===== src/rtl/assert_macros.svh =====
// Assertion macros used by the top-level RTL file of the gain and filter chain.
`ifndef ASSERT_MACROS_SVH
`define ASSERT_MACROS_SVH
`ifndef SYNTHESIS
`define PGHL_ASSERT(lbl, clk, rstn, prop) \
    lbl: assert property (@(posedge clk) disable iff (!rstn) prop) \
        else $error("property violated");
`define PGHL_NEVER(lbl, clk, rstn, expr) \
    lbl: assert property (@(posedge clk) disable iff (!rstn) !(expr)) \
        else $error("forbidden condition seen");
`else
`define PGHL_ASSERT(lbl, clk, rstn, prop)
`define PGHL_NEVER(lbl, clk, rstn, expr)
`endif
`endif


===== src/rtl/pghl_pkg.sv =====
// Shared constants for the PCM gain, high-pass and low-pass chain.
`default_nettype none
package pghl_pkg;

    localparam int SAMPLE_WIDTH_DEF = 16;
    localparam int COEF_W           = 16;
    localparam int FRAC_BITS        = 16;
    localparam int GAIN_FRAC_BITS   = 12;
    localparam int CFG_IDX_W        = 2;

    localparam logic [COEF_W-1:0] GAIN_RESET = 16'd4096;
    localparam logic [COEF_W-1:0] HPF_RESET  = 16'd65535;
    localparam logic [COEF_W-1:0] LPF_RESET  = 16'd65535;

    typedef enum logic [CFG_IDX_W-1:0] {
        CFG_GAIN = 2'd0,
        CFG_HPF  = 2'd1,
        CFG_LPF  = 2'd2
    } cfg_idx_t;

endpackage
`default_nettype wire


===== src/rtl/pghl_mul.sv =====
// Shared registered multiplier: signed sample-side operand times unsigned coefficient.
`default_nettype none
module pghl_mul
    import pghl_pkg::*;
#(
    parameter int SAMPLE_WIDTH = SAMPLE_WIDTH_DEF
)
(
    input  wire logic                                   clk,
    input  wire logic signed [SAMPLE_WIDTH+1:0]         op_a,
    input  wire logic        [COEF_W-1:0]               op_b,
    output logic signed      [SAMPLE_WIDTH+COEF_W+2:0]  prod
);

    logic signed [SAMPLE_WIDTH+COEF_W+2:0] prod_reg;

    // Multiply and register; the coefficient is zero-extended to stay positive
    always_ff @(posedge clk)
    begin
        prod_reg <= op_a * $signed({1'b0, op_b});
    end

    assign prod = prod_reg;

endmodule
`default_nettype wire


===== src/rtl/pcm_gain_highpass_lowpass_chain.sv =====
// Top level: gain with saturation, one-pole high-pass and one-pole low-pass.
//
//  channel   | direction | data                                | handshake
//  s_axis    | in        | tdata: sample_in; tuser: start_req  | tvalid/tready
//  m_axis    | out       | tdata: sample_out; tuser: clipped   | tvalid/tready
//  cfg       | in        | cfg_index, cfg_data                 | cfg_valid/cfg_ready
//
//  Each sample makes four passes through the single shared multiplier (gain,
//  high-pass, low-pass low half, low-pass high half), with the rounding and
//  accumulate steps between them; no new sample is taken until the last is done.
//  The result sits in an output register; a stalled output holds the sequencer
//  in its last step until the register frees. Reset (rst_n, async) clears the
//  filter state and loads the register defaults; start_req clears the filters too.
`default_nettype none
`include "assert_macros.svh"
module pcm_gain_highpass_lowpass_chain
    import pghl_pkg::*;
#(
    parameter int SAMPLE_WIDTH = SAMPLE_WIDTH_DEF
)
(
    input  wire logic                           clk,
    input  wire logic                           rst_n,
    input  wire logic                           s_axis_tvalid,
    output logic                                s_axis_tready,
    input  wire logic [((SAMPLE_WIDTH+7)/8)*8-1:0] s_axis_tdata,  // [W-1:0] sample_in
    input  wire logic                           s_axis_tuser,  // [0] start_req
    output logic                                m_axis_tvalid,
    input  wire logic                           m_axis_tready,
    output logic [((SAMPLE_WIDTH+7)/8)*8-1:0]   m_axis_tdata,  // [W-1:0] sample_out
    output logic                                m_axis_tuser,  // [0] clipped
    input  wire logic                           cfg_valid,
    output logic                                cfg_ready,
    input  wire logic [CFG_IDX_W-1:0]           cfg_index,
    input  wire logic [COEF_W-1:0]              cfg_data
);

    localparam int W    = SAMPLE_WIDTH;
    localparam int TDW  = ((W + 7) / 8) * 8;
    localparam int AW   = W + 2;
    localparam int PW   = AW + COEF_W + 1;
    localparam int FW   = PW + FRAC_BITS;
    localparam int ACCW = W + FRAC_BITS + 1;
    localparam int DW   = W + FRAC_BITS + 2;

    localparam logic signed [PW-1:0] PMAX = {{(PW-W+1){1'b0}}, {(W-1){1'b1}}};
    localparam logic signed [PW-1:0] PMIN = {{(PW-W+1){1'b1}}, {(W-1){1'b0}}};
    localparam logic signed [PW-1:0] G_RND = PW'((1 << GAIN_FRAC_BITS) - 1);
    localparam logic signed [PW-1:0] F_RND_P = PW'((1 << FRAC_BITS) - 1);
    localparam logic signed [FW-1:0] F_RND_F = FW'((1 << FRAC_BITS) - 1);
    localparam logic signed [ACCW-1:0] F_RND_A = ACCW'((1 << FRAC_BITS) - 1);

    typedef enum logic [8:0] {
        ST_IDLE     = 9'b000000001,
        ST_MUL_GAIN = 9'b000000010,
        ST_HP_PREP  = 9'b000000100,
        ST_MUL_HP   = 9'b000001000,
        ST_LP_PREP  = 9'b000010000,
        ST_MUL_LO   = 9'b000100000,
        ST_MUL_HI   = 9'b001000000,
        ST_LP_ACC   = 9'b010000000,
        ST_LP_OUT   = 9'b100000000
    } state_t;

    // Clamp a wide signed value to the sample range
    function automatic logic signed [W-1:0] sat(input logic signed [PW-1:0] v);
        logic signed [W-1:0] r;
        if (v > PMAX)
            r = PMAX[W-1:0];
        else if (v < PMIN)
            r = PMIN[W-1:0];
        else
            r = v[W-1:0];
        return r;
    endfunction

    state_t state_reg, state_next;

    logic [COEF_W-1:0] gain_reg, hpf_reg, lpf_reg;

    logic signed [W-1:0]    x_reg;
    logic signed [W-1:0]    amp_reg;
    logic                   clip_reg;
    logic signed [AW-1:0]   d_reg;
    logic signed [DW-1:0]   diff_reg;
    logic signed [PW-1:0]   lo_reg;
    logic signed [W-1:0]    hp_in_reg;
    logic signed [W-1:0]    hp_out_reg;
    logic signed [ACCW-1:0] acc_reg;

    logic           m_valid_reg;
    logic [TDW-1:0] m_data_reg;
    logic           m_user_reg;

    logic signed [AW-1:0]   mul_a;
    logic [COEF_W-1:0]      mul_b;
    logic signed [PW-1:0]   prod;

    logic signed [PW-1:0]   gain_q;
    logic signed [W-1:0]    amp;
    logic                   amp_clip;
    logic signed [AW-1:0]   hp_sum;
    logic signed [PW-1:0]   hp_q;
    logic signed [W-1:0]    hp_val;
    logic signed [DW-1:0]   lp_diff;
    logic signed [FW-1:0]   lp_full;
    logic signed [FW-1:0]   lp_q;
    logic signed [ACCW-1:0] acc_int;

    logic accept;
    logic out_free;

    assign accept        = s_axis_tvalid && s_axis_tready;
    assign s_axis_tready = (state_reg == ST_IDLE);
    assign out_free      = !m_valid_reg || m_axis_tready;
    assign cfg_ready     = 1'b1;

    // Select multiplier operands for the current step
    always_comb
    begin
        case (state_reg)
            ST_MUL_GAIN:
            begin
                mul_a = AW'(x_reg);
                mul_b = gain_reg;
            end
            ST_MUL_HP:
            begin
                mul_a = d_reg;
                mul_b = hpf_reg;
            end
            ST_MUL_LO:
            begin
                mul_a = $signed(AW'(diff_reg[FRAC_BITS-1:0]));
                mul_b = lpf_reg;
            end
            ST_MUL_HI:
            begin
                mul_a = diff_reg[DW-1:FRAC_BITS];
                mul_b = lpf_reg;
            end
            default:
            begin
                mul_a = '0;
                mul_b = '0;
            end
        endcase
    end

    pghl_mul #(
        .SAMPLE_WIDTH (SAMPLE_WIDTH)
    ) u_mul (
        .clk  (clk),
        .op_a (mul_a),
        .op_b (mul_b),
        .prod (prod)
    );

    // Gain: drop 12 fraction bits toward zero, then saturate
    assign gain_q   = (prod + (prod[PW-1] ? G_RND : PW'(0))) >>> GAIN_FRAC_BITS;
    assign amp      = sat(gain_q);
    assign amp_clip = (gain_q > PMAX) || (gain_q < PMIN);
    assign hp_sum   = AW'(hp_out_reg) + AW'(amp) - AW'(hp_in_reg);

    // High-pass: drop 16 fraction bits toward zero, then saturate
    assign hp_q    = (prod + (prod[PW-1] ? F_RND_P : PW'(0))) >>> FRAC_BITS;
    assign hp_val  = sat(hp_q);
    assign lp_diff = DW'($signed({hp_val, {FRAC_BITS{1'b0}}})) - DW'(acc_reg);

    // Low-pass: recombine the two partial products, drop fraction toward zero
    assign lp_full = (FW'(prod) <<< FRAC_BITS) + FW'(lo_reg);
    assign lp_q    = (lp_full + (lp_full[FW-1] ? F_RND_F : FW'(0))) >>> FRAC_BITS;
    assign acc_int = (acc_reg + (acc_reg[ACCW-1] ? F_RND_A : ACCW'(0))) >>> FRAC_BITS;

    // Advance the sequencer
    always_comb
    begin
        state_next = state_reg;
        case (state_reg)
            ST_IDLE:     if (accept) state_next = ST_MUL_GAIN;
            ST_MUL_GAIN: state_next = ST_HP_PREP;
            ST_HP_PREP:  state_next = ST_MUL_HP;
            ST_MUL_HP:   state_next = ST_LP_PREP;
            ST_LP_PREP:  state_next = ST_MUL_LO;
            ST_MUL_LO:   state_next = ST_MUL_HI;
            ST_MUL_HI:   state_next = ST_LP_ACC;
            ST_LP_ACC:   state_next = ST_LP_OUT;
            ST_LP_OUT:   if (out_free) state_next = ST_IDLE;
            default:     state_next = ST_IDLE;
        endcase
    end

    // Control, configuration and filter state
    always_ff @(posedge clk or negedge rst_n)
    begin
        if (!rst_n)
        begin
            state_reg   <= ST_IDLE;
            gain_reg    <= GAIN_RESET;
            hpf_reg     <= HPF_RESET;
            lpf_reg     <= LPF_RESET;
            hp_in_reg   <= '0;
            hp_out_reg  <= '0;
            acc_reg     <= '0;
            m_valid_reg <= 1'b0;
        end
        else
        begin
            state_reg <= state_next;

            if (cfg_valid)
            begin
                case (cfg_index)
                    CFG_GAIN: gain_reg <= cfg_data;
                    CFG_HPF:  hpf_reg  <= cfg_data;
                    CFG_LPF:  lpf_reg  <= cfg_data;
                    default:  ;
                endcase
            end

            // Clear filter history on a start mark
            if (accept && s_axis_tuser)
            begin
                hp_in_reg  <= '0;
                hp_out_reg <= '0;
                acc_reg    <= '0;
            end

            if (state_reg == ST_LP_PREP)
            begin
                hp_in_reg  <= amp_reg;
                hp_out_reg <= hp_val;
            end

            if (state_reg == ST_LP_ACC)
                acc_reg <= acc_reg + lp_q[ACCW-1:0];

            if (state_reg == ST_LP_OUT && out_free)
                m_valid_reg <= 1'b1;
            else if (m_axis_tready)
                m_valid_reg <= 1'b0;
        end
    end

    // Datapath holding registers
    always_ff @(posedge clk)
    begin
        if (accept)
            x_reg <= s_axis_tdata[W-1:0];

        if (state_reg == ST_HP_PREP)
        begin
            amp_reg  <= amp;
            clip_reg <= amp_clip;
            d_reg    <= hp_sum;
        end

        if (state_reg == ST_LP_PREP)
            diff_reg <= lp_diff;

        if (state_reg == ST_MUL_HI)
            lo_reg <= prod;

        if (state_reg == ST_LP_OUT && out_free)
        begin
            m_data_reg <= TDW'($unsigned(acc_int[W-1:0]));
            m_user_reg <= clip_reg;
        end
    end

    assign m_axis_tvalid = m_valid_reg;
    assign m_axis_tdata  = m_data_reg;
    assign m_axis_tuser  = m_user_reg;

    `PGHL_ASSERT(a_accept_starts, clk, rst_n,
        accept |=> (state_reg == ST_MUL_GAIN) && !s_axis_tready)
    `PGHL_ASSERT(a_valid_from_last_step, clk, rst_n,
        $rose(m_axis_tvalid) |-> $past(state_reg == ST_LP_OUT))
    `PGHL_ASSERT(a_hold_on_stall, clk, rst_n,
        (state_reg == ST_LP_OUT) && m_axis_tvalid && !m_axis_tready |=>
            (state_reg == ST_LP_OUT))
    `PGHL_NEVER(a_no_accept_busy, clk, rst_n,
        s_axis_tready && (state_reg != ST_IDLE))

endmodule
`default_nettype wire

===== config.mk =====
export PLATFORM = sky130hd
export DESIGN_NAME = pcm_gain_highpass_lowpass_chain
export DESIGN_NICKNAME = d
export VERILOG_FILES = /design/src/rtl/pghl_pkg.sv /design/src/rtl/pghl_mul.sv /design/src/rtl/pcm_gain_highpass_lowpass_chain.sv
export VERILOG_INCLUDE_DIRS = /design/src /design/src/rtl
export SDC_FILE = /design/constraint.sdc
export NUM_CORES = 2
export LEC_CHECK = 0
export BUFFER_PORTS_ARGS = -buffer_cell sky130_fd_sc_hd__buf_2
export CORE_MARGIN = 1
export CORE_UTILIZATION = 30
export DETAILED_ROUTE_END_ITERATION = 6
export GPL_ROUTABILITY_DRIVEN = 0
export SLEW_MARGIN = 20
export SYNTH_ARGS = -nofsm -noshare
export SYNTH_HDL_FRONTEND = slang
export SYNTH_SLANG_ARGS = --single-unit

===== constraint.sdc =====
create_clock -name clk -period 8.9 [get_ports clk]
set_input_delay 0.89 -clock clk [delete_from_list [all_inputs] [get_ports clk]]
set_output_delay 0.89 -clock clk [all_outputs]
set_load 0.01 [all_outputs]

=== Word level (Yosys, flattened, before mapping) ===
Index checks and enable logic that the tools add are counted.

* Output and inout bits: 20
* Bits in registers: 295
* Word-level logic and storage cells: 79

* Order comparisons: 4
* Add/sub/neg operators: 9
* Equality and inequality tests: 13
* Reductions and logical operators: 15
* Multiplexer cells: 20
* Multiply operators: 1

{| class="wikitable"
|+ Operator list
! operator !! count
|-
| two-way mux 16 bit || 10
|-
| case mux 9 bit (9 select lines) || 1
|-
| case mux 18 bit (4 select lines) || 1
|-
| two-way mux 33 bit || 2
|-
| adder 51 x 35 -> 51 bit || 1
|-
| adder 49 x 17 -> 49 bit || 1
|-
| case mux 16 bit (3 select lines) || 1
|-
| adder 35 x 13 -> 35 bit || 1
|-
| adder 35 x 17 -> 35 bit || 1
|-
| multiplier 18 x 17 -> 35 bit || 1
|-
| subtractor 32 x 33 -> 34 bit || 1
|-
| adder 33 bit || 1
|-
| adder 32 x 17 -> 32 bit || 1
|-
| greater-than comparator 23 x 16 -> 1 bit (second input constant) || 1
|-
| less-than comparator 23 x 16 -> 1 bit (second input constant) || 1
|-
| greater-than comparator 19 x 16 -> 1 bit (second input constant) || 1
|-
| less-than comparator 19 x 16 -> 1 bit (second input constant) || 1
|-
| two-way mux 9 bit || 2
|-
| subtractor 17 x 16 -> 18 bit || 1
|-
| adder 16 x 16 -> 17 bit || 1
|-
| two-way mux 12 bit || 1
|-
| == test 9 x 1 -> 1 bit (second input constant) || 1
|-
| == test 9 x 2 -> 1 bit (second input constant) || 1
|-
| == test 9 x 3 -> 1 bit (second input constant) || 1
|-
| 18 further kinds || 27
|}

=== Longest topological paths before layout ===
* Depth in word-level cells: 7
* Depth in mapped cells: 35
* Mapped depth without buffers: 32

=== By module ===
From an unflattened synthesis, not the netlist that was laid out.

* Cells, all modules: 3091
* Area total of the unflattened synthesis: 30100.1 um2

{| class="wikitable"
|+ By module, submodules not included
! module !! times used !! area each (um2) !! cells each !! sequential area each (um2)
|-
| pcm_gain_highpass_lowpass_chain || 1 || 18215.0 || 1786 || 7234.4
|-
| pghl_mul || 1 || 11885.1 || 1305 || 700.7
|}

=== Least setup slack after synthesis ===
OpenSTA, ideal clock, no wires.

* Path type: reg2reg
* Start: register state_reg[7]
* End: register u_mul.prod_reg[33], in the netlist u_mul.prod[33]
* Stages on the path, launching flop included: 31
* Setup time: 0.127 ns
* Arrival: 8.647 ns
* Required time: 8.773 ns
* Path slack: 0.127 ns
* Cell sequence: dfrtp_1 nor2_1 nand2_1 nor2_1 nand2_1 nor3b_1 clkbuf_1 buf_1 a221oi_1 nor2_1 fa_1 inv_1 fa_1 fa_1 inv_1 fa_1 fa_1 inv_1 fa_1 inv_1 ha_1 or4_1 nand3_1 a211oi_1 o31a_1 a21oi_1 o21bai_1 a2111o_1 a31oi_1 o21ai_0 xor2_1

* Longest elaborated chain between the ends: 4
* Elaborated cells between the ends (all ways): 8

{| class="wikitable"
|+ RTL lines
! what !! RTL line !! RTL
|-
| start, declared || pcm_gain_highpass_lowpass_chain.sv:77 || <nowiki>state_t state_reg, state_next;</nowiki>
|-
| start signal, assigned || pcm_gain_highpass_lowpass_chain.sv:209 || <nowiki>state_reg <= state_next;</nowiki>
|-
| == test 9 x 7 -> 1 bit / == test 9 x 6 -> 1 bit (equally long branches) || pcm_gain_highpass_lowpass_chain.sv:121 || <nowiki>case (state_reg)</nowiki>
|-
| OR reduction 2 bit (no line) || n/a ||
|-
| case mux 16 bit (3 select lines) || pcm_gain_highpass_lowpass_chain.sv:121 ||
|-
| multiplier 18 x 17 -> 35 bit * || pghl_mul.sv:20 || <nowiki>prod_reg <= op_a * $signed({1'b0, op_b});</nowiki>
|-
| end signal, assigned || pghl_mul.sv:20 ||
|-
| end, declared || pghl_mul.sv:15 || <nowiki>logic signed [SAMPLE_WIDTH+COEF_W+2:0] prod_reg;</nowiki>
|}

Every way passes the cells marked *; elsewhere a longest branch is shown, timed or not.
A chain may end at the register's enable or synchronous reset.

=== Final worst setup path ===
* Start: register state_reg[0]
* End: register u_mul.prod_reg[33], in the netlist u_mul.prod[33]

Same word-level chain as after synthesis.

==> results.txt <==
- The run finished with clean final reports.
- Counting every sink on the clock net gives 295.
- Final net count: 3809
* Vias post-DR: 22400
- The clock reaches the later pin of the worst-skew pair after 0.57 ns.
- Clock-pin slew reported for the worst setup and hold paths after clock tree synthesis: 0.06 ns
- Critical Path Fanout Max: 45
* Cell types occupying the most area after synthesis: fa_1 (21%), edfxtp_1 (14%), ha_1 (10%)
- Met1 routed wirelength after detailed routing: 39900 um
- # IOs: 60
- Critical Path RT: 9.32 ns
- The floorplan step set the die width to 316 um.
* Final global-route overflow total: 0
- The most numerous cell type found on the critical path is fa_1.
* Tightest slew margin relative to the limit: 36.4%
- Sequential share of power: 23.4%
* H-tree level count: 2
- On the final layout, the worst hold slack is 0.338 ns.
* Routed wl met2: 37900 um
- Number of antenna violations at the first check in global routing: 1
- After detailed placement, the total cell area comes to 32000 um2.
- For this run, the leading register cell type out of synthesis is edfxtp_1.
* Net switching power: 4120 uW
- Number of clock buffers inserted by TritonCTS: 34
* Peak supply drop: 0.337 mV
* Post-synth cell types: 93
* Post-detailed-placement half-perimeter wirelength: 69400 um
* Setup repair after global routing missed its margin: false
* Crit path arrival time: 8.94 ns
* Endpoints failing hold: 0
- For this run, the number of standard cells in the final layout without fillers is 4522.
- Count of routing violations after the opening detailed-route iteration: 1654
- For this run, the slowest stage of the critical path takes 0.57 ns.
- Entering global routing, the biggest net connects 65 pins.
- Counting flops with an async set or reset pin after synthesis yields a share of 41.7%.
- Leakage power of the design: 0.0149 uW
- CTS tree: done
- The critical path is of the reg2reg type.
- The first global-routing pass estimated 132000 um of wire.
- The highest metal layer carrying signal wires in the routed design is met4.
- After synthesis the cells add up to 29600 um2.
- Number of nets with antenna violations after detailed routing: 0
- Across the run, the number of max-cap violations was 0.
- Cell internal power was estimated by the tool at 4850 uW.
- Highest attainable clock frequency: 117 MHz
- After routing the design area is 33200 um2.
- Net switching is 45.9% of the power.
* Proportion of power drawn by combinational gates: 60.6%
* Register bit total from synthesis: 295
* Site row count: 114
* Post-Synthesis Net Count: 3701
- The min-delay analysis places its worst path in the category in2async.
* Area fraction of the dominant cell type after synthesis: 21.0%
- Detail Route met3 WL: 4890 um
- The max-slew violation count is 0.
- Setup TNS Final: 0 ns
- Dominant cell type by area after synthesis: fa_1
- WL/cell: 18.7 um
* Max Buffers Root-to-Sink: 3
- Endpoint class of the critical path: flop
- Synth warn: 0
* Crit-path slowest cell: fa_1
- Fraction of final layout cells sized beyond drive strength 1: 11.2%
* Sequential share of the synthesized area: 26.8%
* Instance count after placement with tap cells included: 4456
* Root Buffer: clkbuf_16
- The region available for standard cell placement spans 97300 um2.
* Effective utilization at floorplan: 30.4%
- The via count of the first global-routing pass came to 22200.
- Count of TritonRoute iterations in the first routing pass: 5
* Post-synth EDFFs: 137
* Syn-to-layout area delta: 12.0%
* DRC viols: 0
- For this run, the total global-route usage over all layers was measured as 17.1%.
- On the final layout, the worst clock skew is 0.0280 ns.
* Worst-case reg-to-reg path depth: 31
- Setup violations remaining at the end of the flow were counted as 0.
- For the pin with the worst max-slew slack, the measured transition is 0.954 ns.
- The die covers 100000 um2.
* Drt via density: 4.94
- Buffers placed on the I/O ports in this run total 58.
- Period Utilization, post-route: 95.7%
- Post-route total power: 8970 uW
- Power spread over the standard cell area amounts to 271 nW/um2.
- Nature of the critical path startpoint: flop
- Routed WL: 84500 um
- The floorplan step set the die height to 316 um.
- The worst path needs 8.52 ns of the cycle, external delays included.
* Cells after synthesis: 3112
- For this design, the CTS-stage hold fixing added 0 buffers.
* Post-synthesis average cell area: 9.52 um2
- The clock network accounts for 16.0% of the total power.
[through the flow]
stage / worst slack [ns] / utilization, %
after floorplan: 0.127 / -
after global placement: 0.447 / 32.9
after detailed placement: 0.382 / 32.9
after CTS: 0.252 / 34.0
after global routing: 0.00578 / 34.1
final: 0.381 / 34.1
[path summary, 6_finish.rpt]
kind	startpoint	to	slack, ns
worst max-delay path	state_reg[0]	u_mul.prod[33]	0.38
worst min-delay path	rst_n	acc_reg[27]	0.34
worst max register to register	state_reg[0]	u_mul.prod[33]	0.38
worst min register to register	amp_reg[4]	hp_in_reg[4]	0.47
max in group asynchronous	rst_n	gain_reg[11]	7.27
min in group clk	amp_reg[4]	hp_in_reg[4]	0.47
[critical path: cells and delay by family (launching register included)]
| kind | cells | cell delay, ns |
|---|---|---|
| AND/OR/NAND/NOR | 7 | 0.92 |
| flip-flops | 1 | 0.56 |
| buffers and inverters | 6 | 0.68 |
| AO/OA/AOI/OAI | 10 | 2.81 |
| XOR/XNOR | 1 | 0.16 |
| adder cells (fa/ha/maj) | 7 | 3.23 |
[layer usage]
layer,track usage (%),vias to the layer above
li1,-,10600
met1,25.0,11100
met2,26.8,589
met3,2.24,94
met4,4.11,0
met5,0,-
[cells in the final DEF, fill, tap and decap left out, types with 23 or more instances in the layout]
cell       instances
xnor2_1          138
o21ai_0          114
a21o_1            53
xor2_1            68
inv_1            497
edfxtp_1         137
a211oi_1          23
a21oi_1          126
dfstp_2           34
dfrtp_1           89
nand3_1           45
a22o_1            40
nor2_1           235
buf_4            102
mux2_2            48
nor3_1            43
o21a_1            39
fa_1             311
dfxtp_1           35
clkbuf_16         35
buf_2             57
ha_1             238
nand2_1          315
and2_1            25
[cell families after synthesis]
family / Yosys count / share of synthesized area (%)
and+or+nand+nor: 823 / 12.7
AOI/OAI and AO/OA: 595 / 13.7
buffers and inverters: 591 / 7.58
adders and majority gates: 549 / 31.1
DFF: 295 / 26.8
xor gates and xnor gates: 206 / 6.09
muxes: 52 / 1.96
other: 1 / 0.0127
[repair_timing]
item,CTS,global route
buffers inserted,0,4
resized for setup,0,14
endpoints found under the setup margin,0,4
[power by group through the flow]
stage	clock network [uW]	registers, uW	logic [uW]
finish	1430	2100	5440
global route	1520	2110	5890
CTS	1470	2100	5320
detailed placement	0	2120	5270
global placement	0	2120	5220
floorplan	0	2050	3570
[cells in the mapped netlist, drive strengths merged (16+ instances only)]
cell type,n
nor3,44
a221oi,16
xor2,68
a21oi,131
a211oi,24
dfxtp,35
o21ai,135
dfstp,34
dfrtp,89
fa,311
mux2,48
a22o,40
or2,18
edfxtp,137
a21o,53
nand3,45
o21bai,20
inv,498
ha,238
and2,26
buf,16
o211ai,18
nor2,236
nand2b,22
clkbuf,77
xnor2,138
nand2,319
o21a,39
nand4,22
[final cells by class]
cell class	instances	area, um2
inverter	498	1870
timing repair buffer	165	1140
multi-input combinational	2226	19500
tap	1276	1600
clock inverter	18	174
clock buffer	43	926
fill	9981	64100
sequential	295	7940
antenna	1	2.50
(Power assumes the default switching activity.)
